File: src/rtl/dsfp_pkg.sv
// Package for the particle sensor frame parser with silence watchdog.
// Holds widths, frame byte codes, event codes and the queue entry type.
// No dependencies.
package dsfp_pkg;

  localparam int TIMER_BITS = 20;
  localparam int CFG_W      = 20;
  localparam int CFG_IDX_W  = 1;
  localparam int CMP_W      = (TIMER_BITS > CFG_W) ? TIMER_BITS : CFG_W;
  localparam int POS_W      = 4;
  localparam int NUM_STORED = 8;
  localparam int STORE_IDX_W = 3;

  localparam logic [CFG_IDX_W-1:0] REG_SILENCE  = 1'd0;
  localparam logic [CFG_IDX_W-1:0] REG_RECOVERY = 1'd1;

  localparam logic [CFG_W-1:0] SILENCE_RESET  = 20'd10000;
  localparam logic [CFG_W-1:0] RECOVERY_RESET = 20'd30000;

  localparam logic [TIMER_BITS-1:0] TIMER_MAX = {TIMER_BITS{1'b1}};

  localparam logic [7:0] START_BYTE = 8'hAA;
  localparam logic [7:0] CMD_BYTE   = 8'hC0;
  localparam logic [7:0] TAIL_BYTE  = 8'hAB;
  localparam logic [7:0] STREAK_MAX = 8'd255;

  localparam logic [POS_W-1:0] POS_HUNT  = 4'd0;
  localparam logic [POS_W-1:0] POS_FIRST = 4'd1;
  localparam logic [POS_W-1:0] POS_SUM_LO = 4'd2;
  localparam logic [POS_W-1:0] POS_SUM_HI = 4'd7;
  localparam logic [POS_W-1:0] POS_LAST  = 4'd9;

  localparam logic [1:0] EV_NONE     = 2'd0;
  localparam logic [1:0] EV_VALID    = 2'd1;
  localparam logic [1:0] EV_BAD_HDR  = 2'd2;
  localparam logic [1:0] EV_BAD_SUM  = 2'd3;

  typedef struct packed {
    logic       is_tick;
    logic       is_start;
    logic       is_tail;
    logic [7:0] data;
  } cls_t;

  typedef struct packed {
    logic valid;
    logic ready;
  } hs_t;

endpackage

File: src/rtl/dsfp_if.sv
// Channel interfaces for the particle sensor frame parser.
// Depends on nothing; used by the top level.
interface dsfp_in_if;
  logic       valid;
  logic       ready;
  logic       action;
  logic [7:0] rx_byte;

  modport source (output valid, output action, output rx_byte, input ready);
  modport sink   (input valid, input action, input rx_byte, output ready);
endinterface

interface dsfp_out_if;
  logic        valid;
  logic        ready;
  logic [1:0]  frame_event;
  logic [15:0] fine_dust_tenths;
  logic [15:0] coarse_dust_tenths;
  logic        readings_valid;
  logic        sensor_ok;
  logic [7:0]  failure_streak;
  logic        timed_out;
  logic        restart_request;

  modport source (output valid, output frame_event, output fine_dust_tenths,
                  output coarse_dust_tenths, output readings_valid, output sensor_ok,
                  output failure_streak, output timed_out, output restart_request,
                  input ready);
  modport sink   (input valid, input frame_event, input fine_dust_tenths,
                  input coarse_dust_tenths, input readings_valid, input sensor_ok,
                  input failure_streak, input timed_out, input restart_request,
                  output ready);
endinterface

File: src/rtl/dsfp_front.sv
// Front stage: accepts input words, classifies them and registers the result.
// Depends on dsfp_pkg.
module dsfp_front (
  input  logic              clk,
  input  logic              rst_n,
  input  logic              in_valid,
  output logic              in_ready,
  input  logic              in_action,
  input  logic [7:0]        in_data,
  output logic              push_valid,
  input  logic              push_ready,
  output dsfp_pkg::cls_t    push_item
);

  logic           stg_v_r, stg_v_nxt;
  dsfp_pkg::cls_t stg_r;
  dsfp_pkg::cls_t cls;
  logic           take;

  assign in_ready   = !stg_v_r || push_ready;
  assign take       = in_valid && in_ready;
  assign push_valid = stg_v_r;
  assign push_item  = stg_r;

  always_comb begin
    cls.is_tick  = in_action;
    cls.is_start = (in_data == dsfp_pkg::START_BYTE);
    cls.is_tail  = (in_data == dsfp_pkg::TAIL_BYTE);
    cls.data     = in_data;
  end

  always_comb begin
    stg_v_nxt = stg_v_r;
    if (take) begin
      stg_v_nxt = 1'b1;
    end else if (push_ready) begin
      stg_v_nxt = 1'b0;
    end
  end

  always_ff @(posedge clk) begin
    if (!rst_n) begin
      stg_v_r <= 1'b0;
    end else begin
      stg_v_r <= stg_v_nxt;
    end
  end

  always_ff @(posedge clk) begin
    if (take) begin
      stg_r <= cls;
    end
  end

endmodule

File: src/rtl/dsfp_queue.sv
// Two-entry queue of classified words between the front and back stages.
// Depends on dsfp_pkg.
module dsfp_queue (
  input  logic              clk,
  input  logic              rst_n,
  input  logic              push_valid,
  output logic              push_ready,
  input  dsfp_pkg::cls_t    push_item,
  output dsfp_pkg::hs_t     pop_hs_o,
  input  logic              pop_ready,
  output dsfp_pkg::cls_t    pop_item
);

  dsfp_pkg::cls_t mem_r [2];
  logic           wr_ptr_r, wr_ptr_nxt;
  logic           rd_ptr_r, rd_ptr_nxt;
  logic [1:0]     cnt_r, cnt_nxt;
  logic           push, pop;

  assign push_ready     = (cnt_r != 2'd2);
  assign pop_hs_o.valid = (cnt_r != 2'd0);
  assign pop_hs_o.ready = pop_ready;
  assign push           = push_valid && push_ready;
  assign pop            = pop_hs_o.valid && pop_ready;
  assign pop_item       = mem_r[rd_ptr_r];

  always_comb begin
    wr_ptr_nxt = push ? !wr_ptr_r : wr_ptr_r;
    rd_ptr_nxt = pop ? !rd_ptr_r : rd_ptr_r;
    cnt_nxt    = cnt_r;
    if (push && !pop) begin
      cnt_nxt = cnt_r + 2'd1;
    end else if (pop && !push) begin
      cnt_nxt = cnt_r - 2'd1;
    end
  end

  always_ff @(posedge clk) begin
    if (!rst_n) begin
      wr_ptr_r <= 1'b0;
      rd_ptr_r <= 1'b0;
      cnt_r    <= 2'd0;
    end else begin
      wr_ptr_r <= wr_ptr_nxt;
      rd_ptr_r <= rd_ptr_nxt;
      cnt_r    <= cnt_nxt;
    end
  end

  always_ff @(posedge clk) begin
    if (push) begin
      mem_r[wr_ptr_r] <= push_item;
    end
  end

endmodule

File: src/rtl/dsfp_back.sv
// Back stage: frame assembly, checksum, readings, silence watchdog and the
// result register. Depends on dsfp_pkg.
module dsfp_back (
  input  logic                          clk,
  input  logic                          rst_n,
  input  logic                          cfg_we,
  input  logic [dsfp_pkg::CFG_IDX_W-1:0] cfg_index,
  input  logic [dsfp_pkg::CFG_W-1:0]    cfg_wdata,
  input  dsfp_pkg::hs_t                 pop_hs_i,
  output logic                          pop_ready,
  input  dsfp_pkg::cls_t                item,
  output logic                          out_valid,
  input  logic                          out_ready,
  output logic [1:0]                    out_event,
  output logic [15:0]                   out_fine,
  output logic [15:0]                   out_coarse,
  output logic                          out_rd_valid,
  output logic                          out_ok,
  output logic [7:0]                    out_streak,
  output logic                          out_tmo,
  output logic                          out_rst_req
);

  logic [dsfp_pkg::CFG_W-1:0]      sil_to_r, rec_to_r;
  logic [dsfp_pkg::POS_W-1:0]      pos_r, pos_nxt;
  logic [7:0]                      fb_r [dsfp_pkg::NUM_STORED];
  logic [7:0]                      sum_r, sum_nxt;
  logic [dsfp_pkg::TIMER_BITS-1:0] sil_r, sil_nxt, sil_inc;
  logic                            ok_r, ok_nxt;
  logic                            val_r, val_nxt;
  logic [15:0]                     fine_r, fine_nxt;
  logic [15:0]                     coarse_r, coarse_nxt;
  logic [7:0]                      streak_r, streak_nxt;
  logic [7:0]                      streak_up;
  logic                            ov_r, ov_nxt;
  logic [1:0]                      ev_r, ev_nxt;
  logic                            tmo_r, tmo_nxt;
  logic                            rq_r, rq_nxt;
  logic                            fire, fb_we;
  logic [dsfp_pkg::POS_W-1:0]      pos_m1;
  logic [dsfp_pkg::STORE_IDX_W-1:0] fb_idx;
  logic [dsfp_pkg::CMP_W-1:0]      sil_cmp, sil_to_cmp, rec_to_cmp;

  assign pop_ready = !ov_r || out_ready;
  assign fire      = pop_hs_i.valid && pop_hs_i.ready;
  assign pos_m1    = pos_r - 4'd1;
  assign fb_idx    = pos_m1[dsfp_pkg::STORE_IDX_W-1:0];
  assign streak_up = (streak_r < dsfp_pkg::STREAK_MAX) ? streak_r + 8'd1 : streak_r;
  assign sil_inc   = (sil_r == dsfp_pkg::TIMER_MAX) ? sil_r
                                                    : sil_r + {{(dsfp_pkg::TIMER_BITS-1){1'b0}}, 1'b1};
  assign sil_cmp    = dsfp_pkg::CMP_W'(sil_inc);
  assign sil_to_cmp = dsfp_pkg::CMP_W'(sil_to_r);
  assign rec_to_cmp = dsfp_pkg::CMP_W'(rec_to_r);

  always_comb begin
    pos_nxt    = pos_r;
    sum_nxt    = sum_r;
    sil_nxt    = sil_r;
    ok_nxt     = ok_r;
    val_nxt    = val_r;
    fine_nxt   = fine_r;
    coarse_nxt = coarse_r;
    streak_nxt = streak_r;
    ev_nxt     = ev_r;
    tmo_nxt    = tmo_r;
    rq_nxt     = rq_r;
    fb_we      = 1'b0;
    ov_nxt     = ov_r && !out_ready;
    if (fire) begin
      ov_nxt  = 1'b1;
      ev_nxt  = dsfp_pkg::EV_NONE;
      tmo_nxt = 1'b0;
      rq_nxt  = 1'b0;
      if (item.is_tick) begin
        sil_nxt = sil_inc;
        if (sil_cmp > sil_to_cmp) begin
          tmo_nxt    = 1'b1;
          ok_nxt     = 1'b0;
          val_nxt    = 1'b0;
          fine_nxt   = 16'd0;
          coarse_nxt = 16'd0;
        end
        if (!ok_nxt && (sil_cmp > rec_to_cmp)) begin
          rq_nxt     = 1'b1;
          sil_nxt    = '0;
          streak_nxt = 8'd0;
          pos_nxt    = dsfp_pkg::POS_HUNT;
          sum_nxt    = 8'd0;
        end
      end else if (pos_r == dsfp_pkg::POS_HUNT || pos_r > dsfp_pkg::POS_LAST) begin
        pos_nxt = item.is_start ? dsfp_pkg::POS_FIRST : dsfp_pkg::POS_HUNT;
        sum_nxt = 8'd0;
      end else if (pos_r < dsfp_pkg::POS_LAST) begin
        fb_we   = 1'b1;
        pos_nxt = pos_r + 4'd1;
        if (pos_r >= dsfp_pkg::POS_SUM_LO && pos_r <= dsfp_pkg::POS_SUM_HI) begin
          sum_nxt = sum_r + item.data;
        end
      end else begin
        if (fb_r[0] != dsfp_pkg::CMD_BYTE || !item.is_tail) begin
          streak_nxt = streak_up;
          ev_nxt     = dsfp_pkg::EV_BAD_HDR;
        end else if (sum_r != fb_r[7]) begin
          streak_nxt = streak_up;
          ev_nxt     = dsfp_pkg::EV_BAD_SUM;
        end else begin
          fine_nxt   = {fb_r[2], fb_r[1]};
          coarse_nxt = {fb_r[4], fb_r[3]};
          val_nxt    = 1'b1;
          ok_nxt     = 1'b1;
          streak_nxt = 8'd0;
          sil_nxt    = '0;
          ev_nxt     = dsfp_pkg::EV_VALID;
        end
        pos_nxt = dsfp_pkg::POS_HUNT;
        sum_nxt = 8'd0;
      end
    end
  end

  always_ff @(posedge clk) begin
    if (!rst_n) begin
      sil_to_r <= dsfp_pkg::SILENCE_RESET;
      rec_to_r <= dsfp_pkg::RECOVERY_RESET;
      pos_r    <= dsfp_pkg::POS_HUNT;
      sum_r    <= 8'd0;
      sil_r    <= '0;
      ok_r     <= 1'b0;
      val_r    <= 1'b0;
      fine_r   <= 16'd0;
      coarse_r <= 16'd0;
      streak_r <= 8'd0;
      ov_r     <= 1'b0;
      ev_r     <= dsfp_pkg::EV_NONE;
      tmo_r    <= 1'b0;
      rq_r     <= 1'b0;
    end else begin
      if (cfg_we && cfg_index == dsfp_pkg::REG_SILENCE) begin
        sil_to_r <= cfg_wdata;
      end
      if (cfg_we && cfg_index == dsfp_pkg::REG_RECOVERY) begin
        rec_to_r <= cfg_wdata;
      end
      pos_r    <= pos_nxt;
      sum_r    <= sum_nxt;
      sil_r    <= sil_nxt;
      ok_r     <= ok_nxt;
      val_r    <= val_nxt;
      fine_r   <= fine_nxt;
      coarse_r <= coarse_nxt;
      streak_r <= streak_nxt;
      ov_r     <= ov_nxt;
      ev_r     <= ev_nxt;
      tmo_r    <= tmo_nxt;
      rq_r     <= rq_nxt;
    end
  end

  always_ff @(posedge clk) begin
    if (fb_we) begin
      fb_r[fb_idx] <= item.data;
    end
  end

  assign out_valid    = ov_r;
  assign out_event    = ev_r;
  assign out_fine     = fine_r;
  assign out_coarse   = coarse_r;
  assign out_rd_valid = val_r;
  assign out_ok       = ok_r;
  assign out_streak   = streak_r;
  assign out_tmo      = tmo_r;
  assign out_rst_req  = rq_r;

endmodule

File: src/rtl/dust_sensor_frame_parser_watchdog_core.sv
// Particle sensor frame parser with silence watchdog, top level.
// Depends on dsfp_pkg, dsfp_if, dsfp_front, dsfp_queue and dsfp_back.
// Each input word (a UART byte or a millisecond tick) yields exactly one result word.
// The block takes one word per cycle while the result side is not stalled; a word passes
// the front register, the queue and the result register on its way to the result. Each
// byte or tick is applied to the frame and watchdog state in the back stage.
module dust_sensor_frame_parser_watchdog_core (
  input  logic                           clk,
  input  logic                           rst_n,
  dsfp_in_if.sink                        in_chan,
  dsfp_out_if.source                     out_chan,
  input  logic                           cfg_we,
  input  logic [dsfp_pkg::CFG_IDX_W-1:0] cfg_index,
  input  logic [dsfp_pkg::CFG_W-1:0]     cfg_wdata
);

  logic           push_valid, push_ready, pop_ready;
  dsfp_pkg::cls_t push_item, pop_item;
  dsfp_pkg::hs_t  pop_hs;

  dsfp_front u_front (
    .clk        (clk),
    .rst_n      (rst_n),
    .in_valid   (in_chan.valid),
    .in_ready   (in_chan.ready),
    .in_action  (in_chan.action),
    .in_data    (in_chan.rx_byte),
    .push_valid (push_valid),
    .push_ready (push_ready),
    .push_item  (push_item)
  );

  dsfp_queue u_queue (
    .clk        (clk),
    .rst_n      (rst_n),
    .push_valid (push_valid),
    .push_ready (push_ready),
    .push_item  (push_item),
    .pop_hs_o   (pop_hs),
    .pop_ready  (pop_ready),
    .pop_item   (pop_item)
  );

  dsfp_back u_back (
    .clk          (clk),
    .rst_n        (rst_n),
    .cfg_we       (cfg_we),
    .cfg_index    (cfg_index),
    .cfg_wdata    (cfg_wdata),
    .pop_hs_i     (pop_hs),
    .pop_ready    (pop_ready),
    .item         (pop_item),
    .out_valid    (out_chan.valid),
    .out_ready    (out_chan.ready),
    .out_event    (out_chan.frame_event),
    .out_fine     (out_chan.fine_dust_tenths),
    .out_coarse   (out_chan.coarse_dust_tenths),
    .out_rd_valid (out_chan.readings_valid),
    .out_ok       (out_chan.sensor_ok),
    .out_streak   (out_chan.failure_streak),
    .out_tmo      (out_chan.timed_out),
    .out_rst_req  (out_chan.restart_request)
  );

endmodule

File: src/flat_wrapper.sv
// flat-port wrapper written by rule: the top's interface ports become plain ports
module dust_sensor_frame_parser_watchdog_core_flat 
  (clk, rst_n, cfg_we, cfg_index, cfg_wdata, in_chan_valid, in_chan_action, in_chan_rx_byte, in_chan_ready, out_chan_valid, out_chan_frame_event, out_chan_fine_dust_tenths, out_chan_coarse_dust_tenths, out_chan_readings_valid, out_chan_sensor_ok, out_chan_failure_streak, out_chan_timed_out, out_chan_restart_request, out_chan_ready);
  dsfp_in_if in_chan_i ();
  dsfp_out_if out_chan_i ();
  input  logic clk;
  input  logic rst_n;
  input  logic cfg_we;
  input  logic [dsfp_pkg::CFG_IDX_W-1:0] cfg_index;
  input  logic [dsfp_pkg::CFG_W-1:0] cfg_wdata;
  input wire logic [$bits(in_chan_i.valid)-1:0] in_chan_valid;
  input wire logic [$bits(in_chan_i.action)-1:0] in_chan_action;
  input wire logic [$bits(in_chan_i.rx_byte)-1:0] in_chan_rx_byte;
  output wire logic [$bits(in_chan_i.ready)-1:0] in_chan_ready;
  output wire logic [$bits(out_chan_i.valid)-1:0] out_chan_valid;
  output wire logic [$bits(out_chan_i.frame_event)-1:0] out_chan_frame_event;
  output wire logic [$bits(out_chan_i.fine_dust_tenths)-1:0] out_chan_fine_dust_tenths;
  output wire logic [$bits(out_chan_i.coarse_dust_tenths)-1:0] out_chan_coarse_dust_tenths;
  output wire logic [$bits(out_chan_i.readings_valid)-1:0] out_chan_readings_valid;
  output wire logic [$bits(out_chan_i.sensor_ok)-1:0] out_chan_sensor_ok;
  output wire logic [$bits(out_chan_i.failure_streak)-1:0] out_chan_failure_streak;
  output wire logic [$bits(out_chan_i.timed_out)-1:0] out_chan_timed_out;
  output wire logic [$bits(out_chan_i.restart_request)-1:0] out_chan_restart_request;
  input wire logic [$bits(out_chan_i.ready)-1:0] out_chan_ready;
  assign in_chan_i.valid = in_chan_valid;
  assign in_chan_i.action = in_chan_action;
  assign in_chan_i.rx_byte = in_chan_rx_byte;
  assign in_chan_ready = in_chan_i.ready;
  assign out_chan_valid = out_chan_i.valid;
  assign out_chan_frame_event = out_chan_i.frame_event;
  assign out_chan_fine_dust_tenths = out_chan_i.fine_dust_tenths;
  assign out_chan_coarse_dust_tenths = out_chan_i.coarse_dust_tenths;
  assign out_chan_readings_valid = out_chan_i.readings_valid;
  assign out_chan_sensor_ok = out_chan_i.sensor_ok;
  assign out_chan_failure_streak = out_chan_i.failure_streak;
  assign out_chan_timed_out = out_chan_i.timed_out;
  assign out_chan_restart_request = out_chan_i.restart_request;
  assign out_chan_i.ready = out_chan_ready;
  dust_sensor_frame_parser_watchdog_core u_core (.clk(clk), .rst_n(rst_n), .in_chan(in_chan_i), .out_chan(out_chan_i), .cfg_we(cfg_we), .cfg_index(cfg_index), .cfg_wdata(cfg_wdata));
endmodule
File: config.mk
export PLATFORM = sky130hd
export DESIGN_NAME = dust_sensor_frame_parser_watchdog_core_flat
export DESIGN_NICKNAME = d
export VERILOG_FILES = /design/src/rtl/dsfp_pkg.sv /design/src/rtl/dsfp_if.sv /design/src/rtl/dsfp_front.sv /design/src/rtl/dsfp_queue.sv /design/src/rtl/dsfp_back.sv /design/src/rtl/dust_sensor_frame_parser_watchdog_core.sv /design/src/flat_wrapper.sv
export SDC_FILE = /design/constraint.sdc
export NUM_CORES = 1
export LEC_CHECK = 0
export BUFFER_PORTS_ARGS = -buffer_cell sky130_fd_sc_hd__buf_2
export CORE_UTILIZATION = 30
export CTS_CLUSTER_SIZE = 16
export DETAILED_ROUTE_END_ITERATION = 16
export HOLD_SLACK_MARGIN = 0.03
export PLACE_DENSITY_LB_ADDON = 0.2
export SYNTH_ARGS = -nofsm -noshare
export SYNTH_HDL_FRONTEND = slang
export SYNTH_SLANG_ARGS = --single-unit
File: constraint.sdc
create_clock -name clk -period 4.8 [get_ports clk]
set_input_delay 0.24 -clock clk [delete_from_list [all_inputs] [get_ports clk]]
set_output_delay 0.24 -clock clk [all_outputs]
set_load 0.02 [all_outputs]
==> Yosys cells after proc, flatten, opt, wreduce, memory -nomap -nowiden <==
Memory sizes are Yosys's and may differ from the RTL's. A register that Yosys moved wholly into a read port is not among the register bits.
Cells that the tools add are included.
{ "word_totals": {"ff_bits": 135, "ramBits": 86, "inputBits": 35, "out_inout_bits": 48, "word_cells": 152, "n_memories": 2} }
{ "classes": {"n_addsub": 7, "order_cmp": 7, "n_eq_ne": 13, "n_mux": 68, "bitwise": 1, "reduce_logical": 32} }
{ "mem_list": {"columns": ["memory", "depth", "width", "rd", "rd_clocked_by_memory_dff", "wr", "line", "text"], "rows": [
  ["u_core.u_back.fb_r", 8, 8, 6, 0, 1, "dsfp_back.sv:26", "logic [7:0] fb_r [dsfp_pkg::NUM_STORED];"],
  ["u_core.u_queue.mem_r", 2, 11, 1, 1, 1, "dsfp_queue.sv:14", "dsfp_pkg::cls_t mem_r [2];"]
]} }
{ "op_table": {"columns": ["operator", "count"], "rows": [
  ["$mux 16", 11],
  ["$mux 20", 7],
  ["$mux 8", 11],
  ["$gt 20x20->1", 2],
  ["$mux 1", 28],
  ["$add 20x1->20 const B", 1],
  ["$eq 20x20->1 const B", 1],
  ["$eq 8x8->1 const B", 2],
  ["$mux 4", 4],
  ["$mux 2", 7],
  ["$logic_and 1x1->1", 10],
  ["$logic_not 1->1", 9],
  ["$add 8x1->8 const B", 1],
  ["$add 8x8->8", 1],
  ["$lt 8x8->1 const B", 1],
  ["$ne 2x1->1 const B", 4],
  ["$ne 8x8->1", 1],
  ["$ne 8x8->1 const B", 1],
  ["$ne 2x2->1 const B", 3],
  ["$reduce_and 6->1", 1],
  ["$reduce_bool 2->1", 3],
  ["$reduce_and 5->1", 1],
  ["$add 4x1->4 const B", 1],
  ["$ge 4x2->1 const B", 1],
  ["other kinds (13)", 16]
]} }

==> Logic depth before layout (Yosys ltp) <==
Gate-level depths: netlist of the first run.
{ "logic_depth": {"word_depth": 10, "ltp_mapped": 19, "mapped_depth_nobuf": 15} }

==> Hierarchy <==
A second synthesis of the first run with hierarchy kept.
{ "unflattened": {"hier_cells": 917, "area_unflattened_um2": 9381.5} }
{ "by_module_without_submodules": {"columns": ["mod", "instances", "cells_each", "area_per_inst_um2", "seq_area_each_um2"], "rows": [
  ["dsfp_back", 1, 837, 7927.6, 3823.7],
  ["dsfp_queue", 1, 59, 1039.7, 760.7],
  ["dsfp_front", 1, 21, 414.1, 350.3]
]} }

==> Worst setup path after synthesis of the first run <==
OpenSTA, ideal clock, no wires.
{ "synth_path": {"path_type": "register -> register", "start": "register u_core.u_back.sil_r[5] (netlist bit)", "end": "register u_core.u_back.sil_r[13] (netlist bit)", "setup_ps": 117, "arrival_time_ps": 3649, "t_required_ps": 4683, "setup_slack_ps": 1035, "stages_incl_launch_ff": 19, "path_buffers": 4, "period_less_slack_ps": 3765, "cell_sequence": "dfxtp_1 > buf_4 > and4_1 > and3_1 > buf_6 > nand4_4 > or3_4 > nor2_2 > mux2_1 > ha_1 > nand4_1 > and4bb_4 > a21boi_1 > or2_4 > o311ai_4 > and2_1 > buf_6 > buf_6 > a22o_1"} }
{ "synth_via": {"elab_chain_cells": 10, "elab_cells_between_ends": 12, "classes_between": "1 x add/sub; 2 x order compare; 1 x eq/ne; 6 x mux; 2 x reduce/logical"} }
{ "synth_rtl": {"columns": ["element", "line", "text"], "rows": [
  ["from (decl)", "dsfp_back.sv:28", "logic [dsfp_pkg::TIMER_BITS-1:0] sil_r, sil_nxt, sil_inc;"],
  ["from (signal assigned)", "dsfp_back.sv:146", "sil_r <= sil_nxt;"],
  ["$add 20x1->20 / $eq 20x20->1 (equally long branches)", "dsfp_back.sv:50, dsfp_back.sv:49", null],
  ["$mux 20 *", "dsfp_back.sv:49", "assign sil_inc = (sil_r == dsfp_pkg::TIMER_MAX) ? sil_r"],
  ["$gt 20x20->1", "dsfp_back.sv:76", "if (sil_cmp > sil_to_cmp) begin"],
  ["$mux 1", "dsfp_back.sv:76", null],
  ["$mux 1", "dsfp_back.sv:74", "if (item.is_tick) begin"],
  ["$mux 1", "dsfp_back.sv:69", "if (fire) begin"],
  ["$logic_not 1->1", "dsfp_back.sv:83", "if (!ok_nxt && (sil_cmp > rec_to_cmp)) begin"],
  ["$logic_and 1x1->1", "dsfp_back.sv:83", null],
  ["$mux 20 *", "dsfp_back.sv:83", null],
  ["$mux 20 *", "dsfp_back.sv:74", null]
]} }
Mark *: on every way between the ends. The rest lies on a longest branch, timed or not. The select of a mux whose other input is x is not followed.
A chain may end at the register's enable or synchronous reset.

==> Worst setup path after layout of the first run <==
{ "layout_path": {"start": "register u_core.u_back.sil_r[5] (netlist bit)", "end": "register u_core.u_back.streak_r[7] (netlist: u_core.u_back.out_streak[7])"} }
{ "layout_via": {"elab_chain_cells": 10, "elab_cells_between_ends": 12, "classes_between": "1 x add/sub; 2 x order compare; 2 x eq/ne; 4 x mux; 3 x reduce/logical"} }
{ "layout_rtl": {"columns": ["element", "line", "text"], "rows": [
  ["$add 20x1->20 / $eq 20x20->1 (equally long branches)", "dsfp_back.sv:50, dsfp_back.sv:49", null],
  ["$mux 20 *", "dsfp_back.sv:49", null],
  ["$gt 20x20->1", "dsfp_back.sv:76", null],
  ["$mux 1", "dsfp_back.sv:76", null],
  ["$mux 1", "dsfp_back.sv:74", null],
  ["$mux 1", "dsfp_back.sv:69", null],
  ["$logic_not 1->1", "dsfp_back.sv:83", null],
  ["$logic_and 1x1->1 *", "dsfp_back.sv:83", null],
  ["$ne 2x2->1 (no source line) *", null, null],
  ["$reduce_and 4->1 (no source line) *", null, null],
  ["to (signal assigned)", "dsfp_back.sv:151", "streak_r <= streak_nxt;"],
  ["to (decl)", "dsfp_back.sv:33", "logic [7:0] streak_r, streak_nxt;"]
]} }
Marks and branches as above.

==> results.yml, run 1 <==
power_and_ir_drop:
  vdd_drop_max_mv: 0.207
  power.internal_w: 0.00324
  switching_share_pct: 27.0
  p_clk_share_pct: 40.6
  pwr-share-comb_pct: 15.2
  power_switching_w: 0.00120
  p_leak_nw: 4.40
  share_seq_of_total_power_pct: 44.2
  p_per_area_nw_per_um2: 389
sta:
  tightest_slew_ps: 1040
  min_period_over_period_pct: 93.3
  grt_setup_unrepaired: "false"
  relSlewSlack_pct: 30.3
  fin_worst_hold_slack_ps: 125
  fmax_mhz: 223
  hold_violations: 0
  finalClockSkew_ps: 10.9
  slew_violations: 0
  finalSetupViolCount: 0
  fin_setup_tns_ps: 0
  min_period_ps: 4480
synthesis:
  syn-num-nets: 1037
  synth_area_leader_cell: "dfxtp_1"
  netlist_area_sq_um: 9530
  ys_seq_area_share_pct: 51.8
  synthTopCellsByArea: "dfxtp_1 26%, edfxtp_1 26%, ha_1 7.2%"
  synth_top_area_share_pct: 26.3
  synth_edf_count: 81
  synth_top_flop_cell: "dfxtp_1"
  syn_inst: 946
  ys_seq_elements: 206
  ys_warn_count: 0
  postSynthAreaPerCell_sq_um: 10.1
  ys_types: 78
  async_flop_share_pct: 0
clock_tree:
  cts_sinks: 206
  clk_path_buf_depth: 3
  cts.repair.resized: 0
  h-tree-depth: 1
  cts_tree: "yes"
  clk_latency_ps: 520
  clk_pin_slew_ps: 60
  clock-root-buffer: "clkbuf_16"
  numCtsBuffers: 24
status:
  run_status: "finished, final reports clean"
placed_design:
  place_congestion: 0.783
  portBuffers: 82
  dp_cells: 1396
  hpwl_microns: 16300
  place_area_sq_um: 10300
floorplan:
  die_w_microns: 180
  die_h_microns: 180
  core_area_sq_um: 30900
  die_area_sq_um: 32500
  rows: 64
  ios: 83
  start_util_pct: 30.8
drt:
  wl_microns: 23100
  remaining_drc_errors: 0
  vias: 7204
  avgRoutedWirePerCell_microns: 15.8
  drtIter0Drc: 386
  first_pass_iters: 7
  ant_nets: 0
  vias_per_cell: 4.91
setup_path:
  crit_type: "flip-flop to flip-flop"
  cpMaxStageDelayCell: "dfxtp_1"
  crit_path_end_kind: "flip-flop"
  cp_max_fo: 9
  crit_arrival_ps: 4850
  worstSetupStartpointType: "flip-flop"
  required_ps: 5170
  cpPeakStageDelay_ps: 490
  path_cells: "and4_1 -> and3_1 -> nand4_4 -> or3_4 -> nor2_2 -> mux2_1 -> ha_1 -> nand4_1 -> nor4_1 -> o21ai_1 -> and3_1 -> a311o_1 -> o21ai_1 -> a221oi_1"
layout:
  diodes: 0
  stdcell_area_sq_um: 11400
  fin_cells: 1468
  fin_nets: 1147
  drive_above_1_share_pct: 15.1
  fill_cells: 3128
  area_delta_synth_final_pct: 19.7
  post-route-util_pct: 36.9
grt:
  grt_pass1_wl_microns: 37800
  grt-ovfl-total: 0
  grt_max_degree: 56
  antenna_found_initial: 0
  grtUsageTotal_pct: 14.4
  grt_pass1_vias: 6918
job:
  max_cap_viol_count: 0
min_path:
  hold_class: "input pin to flip-flop"
[cell type report]
cell class	count	area, sq um	share of cell area [%]
Clock buffer	30	633	5.55
Clock inverter	12	144	1.26
Inverter	53	199	1.74
Multi-Input combinational cell	642	4160	36.5
Sequential cell	206	4930	43.3
Tap cell	396	495	4.34
Timing Repair Buffer	129	838	7.35
[routing by layer]
metal | vias to the layer above | wire, microns | global-route usage, %
met3 | 37 | 771 | 1.96
met5 | - | 0 | 0
met4 | 0 | 512 | 4.17
met2 | 122 | 10400 | 23.2
li1 | 3631 | - | -
met1 | 3414 | 11500 | 20.0
[cells in the mapped netlist (all sizes together), types with 3 or more instances]
cell / number
nor2b: 7
dfxtp: 125
mux2: 11
a31o: 3
and3: 12
or3: 5
nor4: 6
buf: 22
o41ai: 5
nand2b: 6
nand4b: 3
xnor2: 18
o21a: 3
a21o: 7
nor3: 8
a31oi: 9
o211ai: 20
o21ai: 18
ha: 55
a22o: 16
nand2: 140
o31ai: 3
inv: 53
and4: 5
and2: 10
nand3: 58
xor2: 13
clkbuf: 23
mux2i: 7
nor3b: 3
nand4: 16
a21oi: 100
edfxtp: 81
nor2: 44
[sequential cells by signal (all words and copies together) (netlist names), 4 cells and up, named ones only]
| signal | count |
|---|---|
| u_core.u_back.sil_r | 20 |
| u_core.u_back.sil_to_cmp | 20 |
| u_core.u_back.out_coarse | 16 |
| u_core.u_back.sum_r | 8 |
| u_core.u_back.fb_r | 48 |
| u_core.u_back.pos_r | 4 |
| u_core.u_front.push_item | 11 |
| u_core.u_back.out_fine | 16 |
| u_core.u_back.out_streak | 8 |
| u_core.u_back.rec_to_cmp | 20 |
| u_core.u_queue.mem_r | 22 |
[path summary, 6_finish.rpt]
check / startpoint / to / slack, ps / cells after the start
setup reg to reg: u_core.u_back.sil_r[5] / u_core.u_back.out_streak[7] / 320 / 14
setup / recovery: u_core.u_back.sil_r[5] / u_core.u_back.out_streak[7] / 320 / 14
hold reg to reg: u_core.u_front.push_item[3] / u_core.u_queue.mem_r[1][3] / 450 / 0
hold / removal: out_chan_ready / u_core.u_back.out_valid / 130 / 4
[what timing repair did]
action,CTS,global route
endpoints found under the hold margin,51,0
hold buffers,30,0
buffers inserted,0,0
[stage by stage]
step | worst slack [ps] | total power [W]
2_1_floorplan | 1030 | 0.00246
3_3_place_gp | 522 | 0.00265
3_5_place_dp | 446 | 0.00266
4_1_cts | 394 | 0.00451
5_1_grt | 88.3 | 0.00465
6_report | 324 | 0.00444
[logic make-up (layout without fill, tap and decap cells)]
kind of cell	after synthesis	after routing	synth area share, %
flip-flops	206	206	51.8
AO/OA/AOI/OAI	203	203	13.8
XOR/XNOR	31	31	2.85
buffers and inverters	98	224	4.55
multiplexers	18	18	2.20
adder cells (fa/ha/maj)	56	56	7.43
AND/OR/NAND/NOR	334	334	17.4
[power by group through the flow]
stage	clock, W	sequential [W]	combinational, W
after detailed placement	0	0.00200	0.000659
final	0.00181	0.00196	0.000674
after global placement	0	0.00200	0.000653
after CTS	0.00187	0.00196	0.000682
after global routing	0.00193	0.00197	0.000744
after floorplan	0	0.00199	0.000469
[critical path, delay by kind of cell (launching register included)]
kind                       cells  cell delay, ps
and+or+nand+nor                8            2080
AOI/OAI and AO/OA              4            1030
adders and majority gates      1             320
muxes                          1             370
DFF                            1             490
[cells in the final DEF (no fill, tap or decap), types with 15 or more instances in the layout]
cell type	count
a21oi_1	100
a22o_1	16
buf_2	82
buf_4	17
clkbuf_16	24
dfxtp_1	125
dlygate4sd3_1	30
edfxtp_1	81
ha_1	55
inv_1	51
nand2_1	140
nand3_1	57
nand4_1	15
nor2_1	40
o211ai_1	19
xnor2_1	18
(Power assumes the default switching activity.)
==> run 2, diff against run 1 <==
--- a/config.mk
+++ b/config.mk
@@ -9,6 +9,7 @@
 export CORE_UTILIZATION = 30
 export CTS_CLUSTER_SIZE = 16
 export DETAILED_ROUTE_END_ITERATION = 16
+export GPL_TIMING_DRIVEN = 0
 export HOLD_SLACK_MARGIN = 0.03
 export PLACE_DENSITY_LB_ADDON = 0.2
 export SYNTH_ARGS = -nofsm -noshare
==> results.yml, run 2 (synthesis results as in run 1) <==
status:
  run_status: "finished, final reports clean"
layout:
  stdcell_area_sq_um: 11600
  largest_register_ffs: 48
  fill_cells: 3151
  multi_input_area_sq_um: 4190
  fin_cells: 1500
  post-route-util_pct: 37.5
  largest_registers: "u_core.u_back.fb_r (48), u_core.u_queue.mem_r (22)"
  diodes: 0
  register_area_sq_um: 4930
  final_common_cell: "nand2_1"
  drive_above_1_share_pct: 15.8
  area_delta_synth_final_pct: 21.6
  regMostFlops: "u_core.u_back.fb_r"
  fin_nets: 1176
  final_cell_mix: "140 x nand2_1, 125 x dfxtp_1, 100 x a21oi_1"
min_path:
  hold_class: "input pin to flip-flop"
  hold_path_depth: 4
  min_to: "u_core.u_back.out_valid"
  hp-start: "out_chan_ready"
setup_path:
  r2r_slack_ps: 280
  required_ps: 5160
  ff2ff_path_depth: 16
  worstSetupStartpointType: "flip-flop"
  crit_path_end_kind: "flip-flop"
  cp_max_fo: 9
  crit_type: "flip-flop to flip-flop"
  r2r_end: "u_core.u_back.out_streak[7]"
  crit_arrival_ps: 4880
  r2r_start: "u_core.u_back.sil_r[5]"
sta:
  min_period_ps: 4520
  fin_setup_tns_ps: 0
  slew_violations: 0
  hold_violations: 0
  tightest_slew_ps: 1120
  finalClockSkew_ps: 8.93
  grt_setup_unrepaired: "false"
  fin_worst_hold_slack_ps: 90.0
  finalSetupViolCount: 0
  relSlewSlack_pct: 24.8
  min_period_over_period_pct: 94.1
  fmax_mhz: 221
grt:
  grt_pass1_wl_microns: 38800
  grt_pass1_vias: 6890
  grtUsageTotal_pct: 15.1
  grt_max_degree: 14
  grt-ovfl-total: 0
  antenna_found_initial: 0
clock_tree:
  clk_latency_ps: 530
  clock-root-buffer: "clkbuf_16"
  numCtsBuffers: 25
  h-tree-depth: 1
  cts_sinks: 206
  clk_pin_slew_ps: 60
  cts_tree: "yes"
  clk_path_buf_depth: 3
drt:
  ant_nets: 0
  avgRoutedWirePerCell_microns: 16.5
  vias_per_cell: 4.88
  vias: 7314
  wl_microns: 24700
  remaining_drc_errors: 0
  drtIter0Drc: 357
  first_pass_iters: 4
placed_design:
  place_congestion: 0.837
  hpwl_microns: 18200
  portBuffers: 81
  place_area_sq_um: 10500
  dp_cells: 1424
floorplan:
  die_h_microns: 180
  rows: 64
  die_w_microns: 180
  core_area_sq_um: 30900
  ios: 83
  die_area_sq_um: 32500
  start_util_pct: 30.8
job:
  max_cap_viol_count: 0
power_and_ir_drop:
  p_leak_nw: 4.46
  vdd_drop_max_mv: 0.235
  p_per_area_nw_per_um2: 391
## run 2: cell types whose count changed in the layout (fill, tap and decap cells not counted), moves of 5 or more
cell	previous run	this run
buf_4	17	6
clkbuf_1	5	30
buf_2	82	89
buf_6	0	5
## run 2: final cells by class
type | count | share of cell area (%)
clock inverters | 9 | 0.810
multi-input cells | 642 | 36.2
plain buffers | 45 | 2.04
inverters | 53 | 1.72
flip-flops and latches | 206 | 42.6
repair buffers | 112 | 6.15
clock buffers | 37 | 6.23
well taps | 396 | 4.28
## run 2: critical path, cell delays in order, from the launching register on
cell and delay [ps]:
dfxtp_1 310, buf_4 160, and4_1 240, and3_1 190, buf_6 140, nand4_4 130, or3_4 410, nor2_2 100
mux2_1 380, ha_1 330, nand4_1 230, nor4_2 500, o21ai_1 180, and3_1 210, a311o_1 390, o21ai_1 340
a221oi_1 120
## run 2: what timing repair did
action,in CTS,in global routing
resized for setup,0,4
hold buffers,30,0
setup endpoints to repair,0,17
endpoints found under the hold margin,52,0
buffers inserted,0,0
## run 2: power by group
group	switching [W]	internal, W	leakage (nW)
registers	0.0000390	0.00192	1.76
logic	0.000462	0.000244	2.31
clock network	0.000755	0.00110	0.396
## run 2: how the worst max path moves through the flow
stage | start | endpoint | slack, ps | cells after the start
after floorplan | u_core.u_back.sil_r[5] | u_core.u_back.sil_r[13] | 1030 | 18
after global placement | u_core.u_back.sil_r[5] | u_core.u_back.out_streak[7] | 90 | 16
after detailed placement | u_core.u_back.sil_r[5] | u_core.u_back.out_streak[7] | 160 | 16
after CTS | u_core.u_back.sil_r[5] | u_core.u_back.out_streak[7] | 100 | 16
after global routing | u_core.u_back.sil_r[5] | u_core.u_back.out_streak[7] | 70 | 16
final | u_core.u_back.sil_r[5] | u_core.u_back.out_streak[7] | 280 | 16
## run 2: metrics by stage
step	power, W	setup slack [ps]
after floorplan	0.00246	1030
after global placement	0.00269	85.3
after detailed placement	0.00269	158
after CTS	0.00458	103
after global routing	0.00474	65.2
final	0.00453	283
## run 2: routing by layer
layer  GRT usage, %  vias up  routed length (microns)
li1               -     3691                        -
met1           21.8     3454                    12500
met2           23.8      147                    10800
met3           2.32       22                     1110
met4           2.91        0                      243
met5              0        -                        0
==> run 3, diff against run 2 <==
--- a/config.mk
+++ b/config.mk
@@ -6,6 +6,7 @@
 export NUM_CORES = 1
 export LEC_CHECK = 0
 export BUFFER_PORTS_ARGS = -buffer_cell sky130_fd_sc_hd__buf_2
+export CORE_ASPECT_RATIO = 1.5
 export CORE_UTILIZATION = 30
 export CTS_CLUSTER_SIZE = 16
 export DETAILED_ROUTE_END_ITERATION = 16
==> results.yml, run 3 (synthesis results as in run 1) <==
clock_tree:
  clk_pin_slew_ps: 70
  clock-root-buffer: "clkbuf_16"
  clk_path_buf_depth: 3
  numCtsBuffers: 22
  clk_latency_ps: 530
  cts_tree: "yes"
  cts_sinks: 206
  h-tree-depth: 1
floorplan:
  rows: 79
  core_area_sq_um: 31100
  start_util_pct: 30.6
  die_w_microns: 148
  die_h_microns: 220
  ios: 83
  die_area_sq_um: 32500
power_and_ir_drop:
  p_leak_nw: 4.47
  vdd_drop_max_mv: 0.268
  finalPower_w: 0.00453
  power_switching_w: 0.00122
  switching_share_pct: 27.0
  pwr-share-comb_pct: 15.5
  share_seq_of_total_power_pct: 43.3
  p_clk_share_pct: 41.2
  power.internal_w: 0.00331
  p_per_area_nw_per_um2: 390
layout:
  largest_register_ffs: 48
  area_delta_synth_final_pct: 21.7
  register_area_sq_um: 4930
  stdcell_area_sq_um: 11600
  regMostFlops: "u_core.u_back.fb_r"
  diodes: 0
  multi_input_area_sq_um: 4200
  final_common_cell: "nand2_1"
  final_cell_mix: "140 x nand2_1, 125 x dfxtp_1, 100 x a21oi_1"
  drive_above_1_share_pct: 15.9
  fin_nets: 1175
  largest_registers: "u_core.u_back.fb_r (48), u_core.u_queue.mem_r (22)"
  fill_cells: 3138
sta:
  slew_violations: 0
  tightest_slew_ps: 939
  grt_setup_unrepaired: "false"
  fin_setup_tns_ps: 0
  fmax_mhz: 224
  relSlewSlack_pct: 37.2
  hold_violations: 0
  min_period_ps: 4470
  setup_ws_ps: 335
  min_period_over_period_pct: 93.0
  finalSetupViolCount: 0
  finalClockSkew_ps: 28.7
placed_design:
  place_congestion: 0.850
  place_area_sq_um: 10500
  portBuffers: 81
  pre_cts_ws_ps: -1.56
  hpwl_microns: 19700
drt:
  first_pass_iters: 5
  avgRoutedWirePerCell_microns: 17.5
  ant_nets: 0
  remaining_drc_errors: 0
  vias_per_cell: 4.86
  wl_microns: 26300
  vias: 7321
  drtIter0Drc: 322
setup_path:
  cpPeakStageDelay_ps: 430
  path_buf_inv: 2
  critical_path.top_delay_family: "simple AND/OR/NAND/NOR gates"
  cp_max_fo: 9
  crit_arrival_ps: 4840
  worstSetupStartpointType: "flip-flop"
  required_ps: 5170
  path_cells: "buf_4 -> and4_1 -> and3_1 -> buf_6 -> nand4_4 -> or3_4 -> nor2_2 -> mux2_1 -> ha_1 -> nand4_1 -> and4bb_4 -> a21boi_1 -> nor2_1 -> a311o_1 -> o21ai_1 -> a221oi_1"
  cpMaxStageDelayCell: "a311o_1"
  crit_type: "flip-flop to flip-flop"
  crit_path_end_kind: "flip-flop"
grt:
  grt_pass1_wl_microns: 40700
  antenna_found_initial: 0
  grt-ovfl-total: 0
  grt_pass1_vias: 7459
  grtUsageTotal_pct: 16.4
  grt_max_degree: 15
status:
  run_status: "finished, final reports clean"
min_path:
  hold_class: "input pin to flip-flop"
job:
  max_cap_viol_count: 0
-- run 3: routing by layer --
layer  global-route usage (%)  part of all wire (%)  up-vias  wire length, microns
li1                         -                     -     3678                     -
met1                     16.9                    38     3497                 10100
met4                     6.94                   3.3        0                   863
met2                     32.7                    56      105                 14600
met3                     2.31                   2.9       41                   767
met5                        0                     0        -                     0
-- run 3: worst reg2reg max path, stage by stage (launching register included) --
cell and delay (ps):
dfxtp_1 310, buf_4 150, and4_1 250, and3_1 180, buf_6 130, nand4_4 130
or3_4 410, nor2_2 90, mux2_1 380, ha_1 310, nand4_1 190, and4bb_4 420
a21boi_1 300, nor2_1 130, a311o_1 430, o21ai_1 370, a221oi_1 130
-- run 3: final timing paths --
path                                from  slack, ps                     endpoint  cells past startpoint
max reg2reg       u_core.u_back.sil_r[5]        330  u_core.u_back.out_streak[7]                     16
min                       out_chan_ready        110      u_core.u_back.out_valid                      4
max               u_core.u_back.sil_r[5]        330  u_core.u_back.out_streak[7]                     16
min reg2reg  u_core.u_front.push_item[0]        450   u_core.u_queue.mem_r[1][0]                      0
-- run 3: power groups by stage --
stage | Sequential, W | Clock, W | Combinational, W
2_1_floorplan | 0.00199 | 0 | 0.000469
3_3_place_gp | 0.00200 | 0 | 0.000675
3_5_place_dp | 0.00200 | 0 | 0.000688
4_1_cts | 0.00196 | 0.00192 | 0.000709
5_1_grt | 0.00197 | 0.00198 | 0.000772
6_report | 0.00196 | 0.00187 | 0.000701
-- run 3: metrics by stage --
| stage | hold slack (ps) | cells | utilization, % |
|---|---|---|---|
| 5_1_grt | 147 | 1505 | 37.3 |
| 3_5_place_dp | 424 | 1434 | 33.7 |
| 3_3_place_gp | 422 | 1432 | 33.5 |
| 6_report | 114 | 1505 | 37.3 |
| 4_1_cts | 97.4 | 1504 | 37.2 |
| 2_1_floorplan | 339 | 946 | - |
-- run 3: timing repair --
action	CTS	global route
setup buffers	0	0
endpoints found under the hold margin	52	0
hold buffers	30	0
gates resized for setup	1	3
setup endpoints to repair	8	37
-- run 3: area by class of cell --
class	instances	area share, %
Clock inverter	13	1.53
Multi-Input combinational cell	642	36.2
Clock buffer	27	5.35
Inverter	53	1.71
Buffer	45	2.04
Timing Repair Buffer	114	6.25
Sequential cell	206	42.5
Tap cell	405	4.37
